==> config.mk <==
export PLATFORM = sky130hd
export DESIGN_NAME = fifo_replacement_kv_cache_unit_flat
export DESIGN_NICKNAME = d
export VERILOG_FILES = /design/src/design/fkvc_pkg.sv /design/src/design/fkvc_req_if.sv /design/src/design/fkvc_rsp_if.sv /design/src/design/fkvc_cell.sv /design/src/design/fifo_replacement_kv_cache_unit.sv /design/src/flat_wrapper.sv
export SDC_FILE = /design/constraint.sdc
export NUM_CORES = 2
export LEC_CHECK = 0
export ABC_AREA = 1
export BUFFER_PORTS_ARGS = -buffer_cell sky130_fd_sc_hd__buf_4
export CELL_PAD_IN_SITES_DETAIL_PLACEMENT = 1
export CELL_PAD_IN_SITES_GLOBAL_PLACEMENT = 1
export CORE_ASPECT_RATIO = 1.75
export CORE_MARGIN = 3
export CORE_UTILIZATION = 30
export CTS_BUF_LIST = sky130_fd_sc_hd__clkbuf_8
export CTS_CLUSTER_DIAMETER = 30
export CTS_CLUSTER_SIZE = 20
export DETAILED_ROUTE_END_ITERATION = 8
export PLACE_DENSITY = 0.62
export SKIP_LAST_GASP = 1
export SLEW_MARGIN = 20
export SYNTH_ARGS = -nofsm -noshare
export SYNTH_HDL_FRONTEND = slang
export SYNTH_SLANG_ARGS = --single-unit
==> constraint.sdc <==
create_clock -name i_clk -period 16 [get_ports i_clk]
set_input_delay 3.2 -clock i_clk [delete_from_list [all_inputs] [get_ports i_clk]]
set_output_delay 3.2 -clock i_clk [all_outputs]
set_load 0.05 [all_outputs]
==> src/design/fkvc_pkg.sv <==
// Shared types and constants for the FIFO-replacement key-value cache.
`default_nettype none
package fkvc_pkg;

    // Fixed widths of the capacity register and the response fields
    localparam int CAP_BITS = 5;
    localparam int OUT_BITS = 32;
    localparam logic [CAP_BITS-1:0] CAP_RESET = 5'd3;

    // Request opcodes
    localparam logic OP_GET = 1'b0;
    localparam logic OP_PUT = 1'b1;

    // Response status codes
    typedef enum logic [2:0] {
        ST_GET_HIT  = 3'd0,
        ST_GET_MISS = 3'd1,
        ST_PUT_UPD  = 3'd2,
        ST_PUT_FILL = 3'd3,
        ST_PUT_EVICT = 3'd4
    } t_status;

    // Broadcast control from the top level to every cell
    typedef struct packed {
        logic shift;   // put of a new key: every cell takes its neighbor's entry, cell 0 the new one
        logic update;  // put of a present key: the hitting cell takes the new value
    } t_cell_ctl;

endpackage
`default_nettype wire

==> src/design/fkvc_req_if.sv <==
// Request channel: operation, key and value with valid/ready.
`default_nettype none
interface fkvc_req_if #(
    parameter int KEY_BITS   = 32,
    parameter int VALUE_BITS = 32
);
    logic                  valid;
    logic                  ready;
    logic                  op;
    logic [KEY_BITS-1:0]   lookup_key;
    logic [VALUE_BITS-1:0] write_value;

    modport source (output valid, op, lookup_key, write_value, input ready);
    modport sink   (input valid, op, lookup_key, write_value, output ready);
endinterface
`default_nettype wire

==> src/design/fkvc_rsp_if.sv <==
// Response channel: status, read value and evicted key with valid/ready.
`default_nettype none
interface fkvc_rsp_if;
    logic                          valid;
    logic                          ready;
    fkvc_pkg::t_status             status;
    logic [fkvc_pkg::OUT_BITS-1:0] read_value;
    logic [fkvc_pkg::OUT_BITS-1:0] evicted_key;

    modport source (output valid, status, read_value, evicted_key, input ready);
    modport sink   (input valid, status, read_value, evicted_key, output ready);
endinterface
`default_nettype wire

==> src/design/fkvc_cell.sv <==
// One cache cell: holds one entry, compares it and passes it to the next cell.
`default_nettype none
module fkvc_cell #(
    parameter int KEY_BITS   = 32,
    parameter int VALUE_BITS = 32,
    parameter int FILL_BITS  = 5,
    parameter int IDX        = 0
) (
    input  wire                        i_clk,
    input  wire fkvc_pkg::t_cell_ctl   i_ctl,
    input  wire  [FILL_BITS-1:0]       i_fill,
    input  wire  [KEY_BITS-1:0]        i_lookup_key,
    input  wire  [VALUE_BITS-1:0]      i_write_value,
    input  wire  [KEY_BITS-1:0]        i_prev_key,
    input  wire  [VALUE_BITS-1:0]      i_prev_value,
    output logic [KEY_BITS-1:0]        o_key,
    output logic [VALUE_BITS-1:0]      o_value,
    output logic                       o_hit,
    output logic                       o_last
);
    logic [KEY_BITS-1:0]   r_key;
    logic [VALUE_BITS-1:0] r_value;
    logic                  w_valid;

    // Cells below the fill count hold live entries, newest in cell 0
    assign w_valid = FILL_BITS'(IDX) < i_fill;
    assign o_hit   = w_valid && (r_key == i_lookup_key);
    assign o_last  = w_valid && (FILL_BITS'(IDX + 1) == i_fill);
    assign o_key   = r_key;
    assign o_value = r_value;

    // Shift on a new insert, overwrite the value on an update hit
    always_ff @(posedge i_clk) begin
        if (i_ctl.shift) begin
            r_key   <= i_prev_key;
            r_value <= i_prev_value;
        end else if (i_ctl.update && o_hit) begin
            r_value <= i_write_value;
        end
    end
endmodule
`default_nettype wire

==> src/design/fifo_replacement_kv_cache_unit.sv <==
// Top level: FIFO-replacement key-value cache built as a shifting row of cells.
//
//  channel  dir  handshake          payload
//  i_req    in   valid/ready        op, lookup_key, write_value
//  o_rsp    out  valid/ready        status, read_value, evicted_key
//  cfg      in   i_cfg_we           i_cfg_wdata (capacity_in_use)
//
// One request per cycle while responses drain: every cell compares its key in parallel
// and the response is registered in the same cycle the request is accepted.
// A new request is taken while the response register is empty or being drained.
// Reset clears the fill count, the response valid and sets capacity to 3;
// cell contents are not reset. A stalled response holds and blocks new requests.
`default_nettype none
module fifo_replacement_kv_cache_unit #(
    parameter int ENTRIES    = 16,
    parameter int KEY_BITS   = 32,
    parameter int VALUE_BITS = 32
) (
    input  wire                               i_clk,
    input  wire                               i_rst_n,
    input  wire                               i_cfg_we,
    input  wire  [fkvc_pkg::CAP_BITS-1:0]     i_cfg_wdata,
    fkvc_req_if.sink                          i_req,
    fkvc_rsp_if.source                        o_rsp
);
    localparam int FW  = $clog2(ENTRIES + 1);
    localparam int CW  = (FW > fkvc_pkg::CAP_BITS) ? FW : fkvc_pkg::CAP_BITS;
    localparam int OB  = fkvc_pkg::OUT_BITS;

    logic [fkvc_pkg::CAP_BITS-1:0] r_cap;
    logic [FW-1:0]                 r_fill, n_fill;
    logic                          r_rsp_valid;
    fkvc_pkg::t_status             r_status, n_status;
    logic [OB-1:0]                 r_rd, n_rd, r_ev, n_ev;

    logic [KEY_BITS-1:0]   w_key   [ENTRIES];
    logic [VALUE_BITS-1:0] w_value [ENTRIES];
    logic [ENTRIES-1:0]    w_hit, w_last;
    fkvc_pkg::t_cell_ctl   w_ctl;

    logic                  w_accept, w_any_hit, w_evict;
    logic [CW-1:0]         w_cap_eff;
    logic [VALUE_BITS-1:0] w_hit_value;
    logic [KEY_BITS-1:0]   w_old_key;

    // Request flow: accept when the response register is free
    assign i_req.ready = !r_rsp_valid || o_rsp.ready;
    assign w_accept    = i_req.valid && i_req.ready;

    // Row of cells, cell 0 takes the incoming key on a shift
    for (genvar g = 0; g < ENTRIES; g++) begin : g_cell
        logic [KEY_BITS-1:0]   w_pk;
        logic [VALUE_BITS-1:0] w_pv;
        if (g == 0) begin : g_head
            assign w_pk = i_req.lookup_key;
            assign w_pv = i_req.write_value;
        end else begin : g_body
            assign w_pk = w_key[g-1];
            assign w_pv = w_value[g-1];
        end
        fkvc_cell #(
            .KEY_BITS   (KEY_BITS),
            .VALUE_BITS (VALUE_BITS),
            .FILL_BITS  (FW),
            .IDX        (g)
        ) u_cell (
            .i_clk         (i_clk),
            .i_ctl         (w_ctl),
            .i_fill        (r_fill),
            .i_lookup_key  (i_req.lookup_key),
            .i_write_value (i_req.write_value),
            .i_prev_key    (w_pk),
            .i_prev_value  (w_pv),
            .o_key         (w_key[g]),
            .o_value       (w_value[g]),
            .o_hit         (w_hit[g]),
            .o_last        (w_last[g])
        );
    end

    // One-hot selection of the hitting value and the oldest key
    always_comb begin
        w_hit_value = '0;
        w_old_key   = '0;
        for (int i = 0; i < ENTRIES; i++) begin
            w_hit_value = w_hit_value | (w_value[i] & {VALUE_BITS{w_hit[i]}});
            w_old_key   = w_old_key   | (w_key[i]   & {KEY_BITS{w_last[i]}});
        end
    end

    // Effective capacity: at least one, at most the number of cells
    always_comb begin
        w_cap_eff = CW'(r_cap);
        if (r_cap == '0) begin
            w_cap_eff = CW'(1);
        end
        if (w_cap_eff > CW'(ENTRIES)) begin
            w_cap_eff = CW'(ENTRIES);
        end
    end

    assign w_any_hit = |w_hit;
    assign w_evict   = CW'(r_fill) >= w_cap_eff;

    assign w_ctl.shift  = w_accept && (i_req.op == fkvc_pkg::OP_PUT) && !w_any_hit;
    assign w_ctl.update = w_accept && (i_req.op == fkvc_pkg::OP_PUT) && w_any_hit;

    // Response and fill count next values
    always_comb begin
        logic [OB+VALUE_BITS-1:0] v_rd_ext;
        logic [OB+KEY_BITS-1:0]   v_ev_ext;
        v_rd_ext = {{OB{1'b0}}, w_hit_value};
        v_ev_ext = {{OB{1'b0}}, w_old_key};
        n_fill   = r_fill;
        n_rd     = '0;
        n_ev     = '0;
        if (i_req.op == fkvc_pkg::OP_GET) begin
            if (w_any_hit) begin
                n_status = fkvc_pkg::ST_GET_HIT;
                n_rd     = v_rd_ext[OB-1:0];
            end else begin
                n_status = fkvc_pkg::ST_GET_MISS;
            end
        end else if (w_any_hit) begin
            n_status = fkvc_pkg::ST_PUT_UPD;
        end else if (w_evict) begin
            n_status = fkvc_pkg::ST_PUT_EVICT;
            n_ev     = v_ev_ext[OB-1:0];
        end else begin
            n_status = fkvc_pkg::ST_PUT_FILL;
            n_fill   = r_fill + FW'(1);
        end
    end

    // Control registers
    always_ff @(posedge i_clk) begin
        if (!i_rst_n) begin
            r_cap       <= fkvc_pkg::CAP_RESET;
            r_fill      <= '0;
            r_rsp_valid <= 1'b0;
        end else begin
            if (i_cfg_we) begin
                r_cap <= i_cfg_wdata;
            end
            if (w_accept) begin
                r_fill      <= n_fill;
                r_rsp_valid <= 1'b1;
            end else if (o_rsp.ready) begin
                r_rsp_valid <= 1'b0;
            end
        end
    end

    // Response payload
    always_ff @(posedge i_clk) begin
        if (w_accept) begin
            r_status <= n_status;
            r_rd     <= n_rd;
            r_ev     <= n_ev;
        end
    end

    assign o_rsp.valid       = r_rsp_valid;
    assign o_rsp.status      = r_status;
    assign o_rsp.read_value  = r_rd;
    assign o_rsp.evicted_key = r_ev;

`ifndef SYNTHESIS
    // Live keys are unique, so at most one cell hits
    a_hit_onehot: assert property (@(posedge i_clk) disable iff (!i_rst_n)
        $onehot0(w_hit))
        else $error("more than one cell hit");

    // Fill count never passes the number of cells
    a_fill_range: assert property (@(posedge i_clk) disable iff (!i_rst_n)
        r_fill <= FW'(ENTRIES))
        else $error("fill count out of range");

    // A free-slot fill grows the count by one
    a_fill_grow: assert property (@(posedge i_clk) disable iff (!i_rst_n)
        (w_ctl.shift && !w_evict) |=> (r_fill == $past(r_fill) + FW'(1)))
        else $error("fill count did not grow on a fill");

    // An eviction keeps the count and needs an oldest entry
    a_evict_keep: assert property (@(posedge i_clk) disable iff (!i_rst_n)
        (w_ctl.shift && w_evict) |-> ($onehot(w_last)) ##1 $stable(r_fill))
        else $error("eviction without a single oldest entry");
`endif
endmodule
`default_nettype wire
==> src/flat_wrapper.sv <==
// flat-port wrapper written by rule: the top's interface ports become plain ports
module fifo_replacement_kv_cache_unit_flat 
#(
    parameter int ENTRIES    = 16,
    parameter int KEY_BITS   = 32,
    parameter int VALUE_BITS = 32
)
  (i_clk, i_rst_n, i_cfg_we, i_cfg_wdata, i_req_valid, i_req_op, i_req_lookup_key, i_req_write_value, i_req_ready, o_rsp_valid, o_rsp_status, o_rsp_read_value, o_rsp_evicted_key, o_rsp_ready);
  fkvc_req_if #(.KEY_BITS(KEY_BITS), .VALUE_BITS(VALUE_BITS)) i_req_i ();
  fkvc_rsp_if o_rsp_i ();
  input  wire i_clk;
  input  wire i_rst_n;
  input  wire i_cfg_we;
  input  wire  [fkvc_pkg::CAP_BITS-1:0] i_cfg_wdata;
  input wire logic [$bits(i_req_i.valid)-1:0] i_req_valid;
  input wire logic [$bits(i_req_i.op)-1:0] i_req_op;
  input wire logic [$bits(i_req_i.lookup_key)-1:0] i_req_lookup_key;
  input wire logic [$bits(i_req_i.write_value)-1:0] i_req_write_value;
  output wire logic [$bits(i_req_i.ready)-1:0] i_req_ready;
  output wire logic [$bits(o_rsp_i.valid)-1:0] o_rsp_valid;
  output wire logic [$bits(o_rsp_i.status)-1:0] o_rsp_status;
  output wire logic [$bits(o_rsp_i.read_value)-1:0] o_rsp_read_value;
  output wire logic [$bits(o_rsp_i.evicted_key)-1:0] o_rsp_evicted_key;
  input wire logic [$bits(o_rsp_i.ready)-1:0] o_rsp_ready;
  assign i_req_i.valid = i_req_valid;
  assign i_req_i.op = i_req_op;
  assign i_req_i.lookup_key = i_req_lookup_key;
  assign i_req_i.write_value = i_req_write_value;
  assign i_req_ready = i_req_i.ready;
  assign o_rsp_valid = o_rsp_i.valid;
  assign o_rsp_status = o_rsp_i.status;
  assign o_rsp_read_value = o_rsp_i.read_value;
  assign o_rsp_evicted_key = o_rsp_i.evicted_key;
  assign o_rsp_i.ready = o_rsp_ready;
  fifo_replacement_kv_cache_unit #(.ENTRIES(ENTRIES), .KEY_BITS(KEY_BITS), .VALUE_BITS(VALUE_BITS)) u_core (.i_clk(i_clk), .i_rst_n(i_rst_n), .i_cfg_we(i_cfg_we), .i_cfg_wdata(i_cfg_wdata), .i_req(i_req_i), .o_rsp(o_rsp_i));
endmodule
## After elaboration in Yosys (flattened, before gate mapping)

Cells that the tools add are included.

| operators by class | value |
|---|---|
| muxes and demuxes | 40 |
| add/sub/neg operators | 1 |
| reduce and logical (&&, ||, !) cells | 77 |
| bitwise operators | 65 |
| equality and inequality tests | 32 |
| $lt $le $gt $ge | 18 |

Operators with widths:

| cell | count |
|---|---|
| bitwise AND 32 bit | 32 |
| two-way mux 32 bit | 32 |
| bitwise OR 32 bit | 30 |
| == test 32 bit | 16 |
| logical AND 1 bit | 52 |
| == test 4 x 5 -> 1 bit (first input constant) | 8 |
| < comparator 4 x 5 -> 1 bit (first input constant) | 8 |
| nonzero test 2 bit | 17 |
| == test 3 x 5 -> 1 bit (first input constant) | 4 |
| < comparator 3 x 5 -> 1 bit (first input constant) | 4 |
| OR reduction 18 bit | 1 |
| OR reduction 16 bit | 1 |
| == test 2 x 5 -> 1 bit (first input constant) | 2 |
| < comparator 1 x 5 -> 1 bit (first input constant) | 2 |
| < comparator 2 x 5 -> 1 bit (first input constant) | 2 |
| two-way mux 5 bit | 2 |
| two-way mux 3 bit | 3 |
| adder 5 x 1 -> 5 bit (second input constant) | 1 |
| == test 1 x 5 -> 1 bit (first input constant) | 1 |
| == test 5 bit (first input constant) | 1 |
| >= comparator 5 bit | 1 |
| > comparator 5 bit (second input constant) | 1 |
| logical NOT 5 bit | 1 |
| AND reduction 4 bit | 1 |
| 5 further kinds | 10 |

| storage, ports and cells | value |
|---|---|
| register bits after elaboration | 1102 |
| output and inout bits | 69 |
| input port bits | 75 |
| logic and storage cells | 271 |

## Logic depth before layout (Yosys ltp)

| logic depth | value |
|---|---|
| depth after elaboration | 18 |
| mapped depth | 20 |
| gate-level depth less buffers | 18 |

## Cells and area by module

A second synthesis with hierarchy kept.

| unflattened totals | value |
|---|---|
| cells, all modules | 7193 |
| area total of the unflattened synthesis | 59303.1 um^2 |

Modules (own cells, without submodules):

| module | area each (um^2) | times used | sequential area each (um^2) | cells each |
|---|---|---|---|---|
| fifo_replacement_kv_cache_unit | 9387.8 | 1 | 2232.1 | 1575 |
| fkvc_cell (u_core.g_cell[15].u_cell) | 3198.1 | 1 | 1921.8 | 379 |
| fkvc_cell (u_core.g_cell[0].u_cell) | 3194.3 | 1 | 1921.8 | 371 |
| fkvc_cell (u_core.g_cell[8].u_cell) | 3188.1 | 1 | 1921.8 | 358 |
| fkvc_cell (u_core.g_cell[14].u_cell) | 3185.6 | 1 | 1921.8 | 368 |
| fkvc_cell (u_core.g_cell[2].u_cell) | 3174.3 | 1 | 1921.8 | 369 |
| fkvc_cell (u_core.g_cell[6].u_cell) | 3170.5 | 1 | 1921.8 | 369 |
| fkvc_cell (u_core.g_cell[7].u_cell) | 3170.5 | 1 | 1921.8 | 374 |
| fkvc_cell (u_core.g_cell[9].u_cell) | 3169.3 | 1 | 1921.8 | 365 |
| fkvc_cell (u_core.g_cell[13].u_cell) | 3161.8 | 1 | 1921.8 | 360 |
| fkvc_cell (u_core.g_cell[1].u_cell) | 3139.3 | 1 | 1921.8 | 357 |
| fkvc_cell (u_core.g_cell[5].u_cell) | 3098.0 | 1 | 1921.8 | 344 |
| fkvc_cell (u_core.g_cell[3].u_cell) | 3096.7 | 1 | 1921.8 | 347 |
| fkvc_cell (u_core.g_cell[11].u_cell) | 3093.0 | 1 | 1921.8 | 346 |
| +3 rows | - | - | - | - |

## Worst setup path after synthesis

OpenSTA, ideal clock, no wires.

| timing | value |
|---|---|
| path kind | input -> register |
| start point | input i_req_lookup_key[6] |
| end point | register u_core.g_cell[0].u_cell.r_key[0], enable pin |
| setup slack | 692 ps |
| arrival time | 14452 ps |
| data required time | 15144 ps |
| stages | 16 |
| library setup time | 856 ps |
| path buffers | 3 |
| path through | buf_4 -> inv_2 -> buf_2 -> nand2_1 -> o21ai_1 -> nor2_1 -> nand2_1 -> nor2_1 -> nand3_1 -> nor2_1 -> nor2_1 -> nand2_1 -> nor2_2 -> nand3_4 -> clkbuf_1 -> inv_1 |

RTL lines:

| element | line | source |
|---|---|---|
| start, declared | flat_wrapper.sv:17 | `input wire logic [$bits(i_req_i.lookup_key)-1:0] i_req_lookup_key;` |
| end signal, assigned | fkvc_cell.sv:35 | `r_key <= i_prev_key;` |
| end, declared | fkvc_cell.sv:21 | `logic [KEY_BITS-1:0] r_key;` |

==> flow_summary.json <==
{
  "status": "finished clean",
  "cts_inserted_buffers": 214,
  "max_clock_freq_mhz": 121.8,
  "finalHoldViolations": 0,
  "ys_types": 43,
  "cts_post_setup_buffers_inserted": 0,
  "core-area_um2": 175500,
  "final_common_cell": "edfxtp_1",
  "nets": 5671,
  "cp_max_fo": 119,
  "tightest_slew_ns": 1.264,
  "cts-root-buf": "clkbuf_8",
  "ys_seq_area_frac": 0.6208,
  "cts.sinks": 1102,
  "rows": 203,
  "critPathKind": "input port to register",
  "cts_resized": 0,
  "synth-seq-cells": 1102,
  "hold_class": "register to register",
  "antenna_found_initial": 16,
  "synth_cells": 5404,
  "p_leak_nw": 23.95,
  "first_pass_iters": 6,
  "die-height_um": 562.7,
  "worstPathRequired_ns": 16.57,
  "ys_warn_count": 0,
  "synth.avg_cell_area_um2": 9.830,
  "place.gp.congestion": 1.103,
  "die_x_um": 324.1,
  "slew_viol_final": 0,
  "critPathLaunchType": "input port",
  "routed_wl_um": 283200,
  "fin_util": 0.3504,
  "htree_levels": 4,
  "drive_gt1_frac": 0.1197,
  "ant_nets": 0,
  "ir_drop_mv": 0.08142,
  "grt_max_degree": 183,
  "period_share": 0.5130,
  "hold_ws_ns": 0.4521,
  "rsz0062_at_grt": "no",
  "grt_pass1_wl_um": 378500,
  "slew_headroom": 0.1488,
  "min_period_ns": 8.208,
  "fill_cells": 19940,
  "drc": 0,
  "grt_pass1_vias": 45560,
  "syn-cell-area_um2": 53120,
  "vias": 44650,
  "final_cell_mix": "1091 x edfxtp_1, 1022 x nand2_1, 876 x inv_1, 539 x o21ai_1, 503 x nor2_1",
  "grt_overflow_total": 0,
  "start_util": 0.3027,
  "dieArea_um2": 182400,
  "ys_async_sr_fraction": 0,
  "max_stage_delay_ns": 0.87,
  "syn2layout_area_growth_pct": 15.77,
  "layoutNonFillerInstCount": 8130,
  "clk_pin_slew_ns": 0.08,
  "setup_viol_count_final": 0,
  "slowest_stage": "buf_4",
  "dp_hpwl_um": 196000,
  "worstPathArrival_ns": 8.78,
  "end_kind": "register",
  "fin_tns_setup_ns": 0,
  "crit_top_cell": "buf_4",
  "clk_latency_ns": 1.03,
  "worstPathCellList": "buf_4, inv_2, nand2_1, o21ai_0, nor2_1, nand2_1, nor2_1, nand3_1, nor2_4, buf_4, nor2_1, nand2_1, nor2_2, nand3_4, inv_8, buf_4, buf_4",
  "clockBufferDepth": 4,
  "vias_per_cell": 5.492,
  "ios": 144,
  "dp_cells": 7729,
  "dominantRegCellSynth": "edfxtp_1",
  "cts_hold_buf": 0,
  "synth_nets": 5487,
  "io_buffer_count": 143,
  "clock_skew_ns": 0.1218,
  "synth_edf_count": 1091,
  "cts_tree": "built",
  "dr.first_iter.drc_count": 5163,
  "grt_usage": 0.3055,
  "power_mw": 7.298,
  "wire_per_inst_um": 34.83,
  "maxCapViolations": 0,
  "p_per_area_nw_per_um2": 118.7
}
## worst paths after layout
kind	startpoint	to	slack (ns)	depth (start not counted)
max	i_req_lookup_key[0]	u_core.g_cell[9].u_cell.o_key[1]	7.79	17
min	u_core.g_cell[0].u_cell.o_key[21]	u_core.g_cell[1].u_cell.o_key[21]	0.45	0
min reg2reg	u_core.g_cell[0].u_cell.o_key[21]	u_core.g_cell[1].u_cell.o_key[21]	0.45	0
max reg2reg	u_core.r_fill[4]	u_core.g_cell[9].u_cell.o_key[1]	9.07	14
## per-layer routing
layer	global-route usage	vias up	routed length (µm)
met5	0	-	35
met4	0.3032	6	34330
met3	0.05519	985	17840
met2	0.5117	2372	136800
met1	0.3152	22460	94240
li1	-	18830	-
## cell type report
| type | count | area, µm² | area share |
|---|---|---|---|
| tap | 2357 | 2949 | 0.04795 |
| sequential | 1102 | 32980 | 0.5363 |
| inverter | 914 | 3441 | 0.05595 |
| timing repair buffer | 230 | 1739 | 0.02828 |
| clock inverter | 168 | 1670 | 0.02716 |
| clock buffer | 217 | 2987 | 0.04856 |
| multi-input combinational | 3126 | 15700 | 0.2552 |
| antenna | 16 | 40.04 | 0.0006510 |
## sequential cells by signal, indices dropped and copies added, names as in the netlist
signal / flops
u_core.o_rsp.valid: 1
u_core.o_rsp.evicted_key: 32
u_core.o_rsp.read_value: 32
u_core.r_cap: 5
u_core.g_cell.u_cell.o_value: 512
u_core.o_rsp.status: 3
u_core.g_cell.u_cell.o_key: 512
u_core.r_fill: 5
## through the flow
step / setup WS, ns / instance area (µm²)
after floorplan: 0.6919 / 53120
after global placement: 6.958 / 56800
after detailed placement: 6.883 / 56800
after CTS: 7.916 / 61460
after global routing: 7.578 / 61470
final: 7.792 / 61500
## logic make-up after synthesis
group / share of synthesized area
fa+ha+maj: 0.001884
simple gates: 0.1314
xor+xnor: 0.02654
compound gates: 0.1302
buf+inv: 0.08910
flops: 0.6208
## power breakdown
group | switching, mW | internal (mW) | total, mW
Sequential | 0.0978 | 3.34 | 3.44
Clock | 1.49 | 1.66 | 3.15
Combinational | 0.561 | 0.146 | 0.707
## Yosys cell counts (46+ instances only)
| cell type | instances | share of area |
|---|---|---|
| buf_2 | 126 | 0.012 |
| xnor2_1 | 115 | 0.019 |
| clkbuf_1 | 89 | 0.0063 |
| nand3_1 | 91 | 0.0086 |
| inv_1 | 877 | 0.062 |
| nand2_1 | 1025 | 0.072 |
| o21ai_1 | 539 | 0.051 |
| nand4_1 | 55 | 0.0065 |
| xor2_1 | 46 | 0.0076 |
| nor2_1 | 512 | 0.036 |
| edfxtp_1 | 1091 | 0.62 |
| a21oi_1 | 51 | 0.0048 |
| o21ai_0 | 186 | 0.018 |
| o22ai_1 | 279 | 0.033 |
## worst max-delay path, delay by kind of cell
family	cells	cell delay [ns]
AOI/OAI and AO/OA	1	0.14
buffers and inverters	6	3.33
and+or+nand+nor	10	1.82
Power figures use the tool's default switching activity.
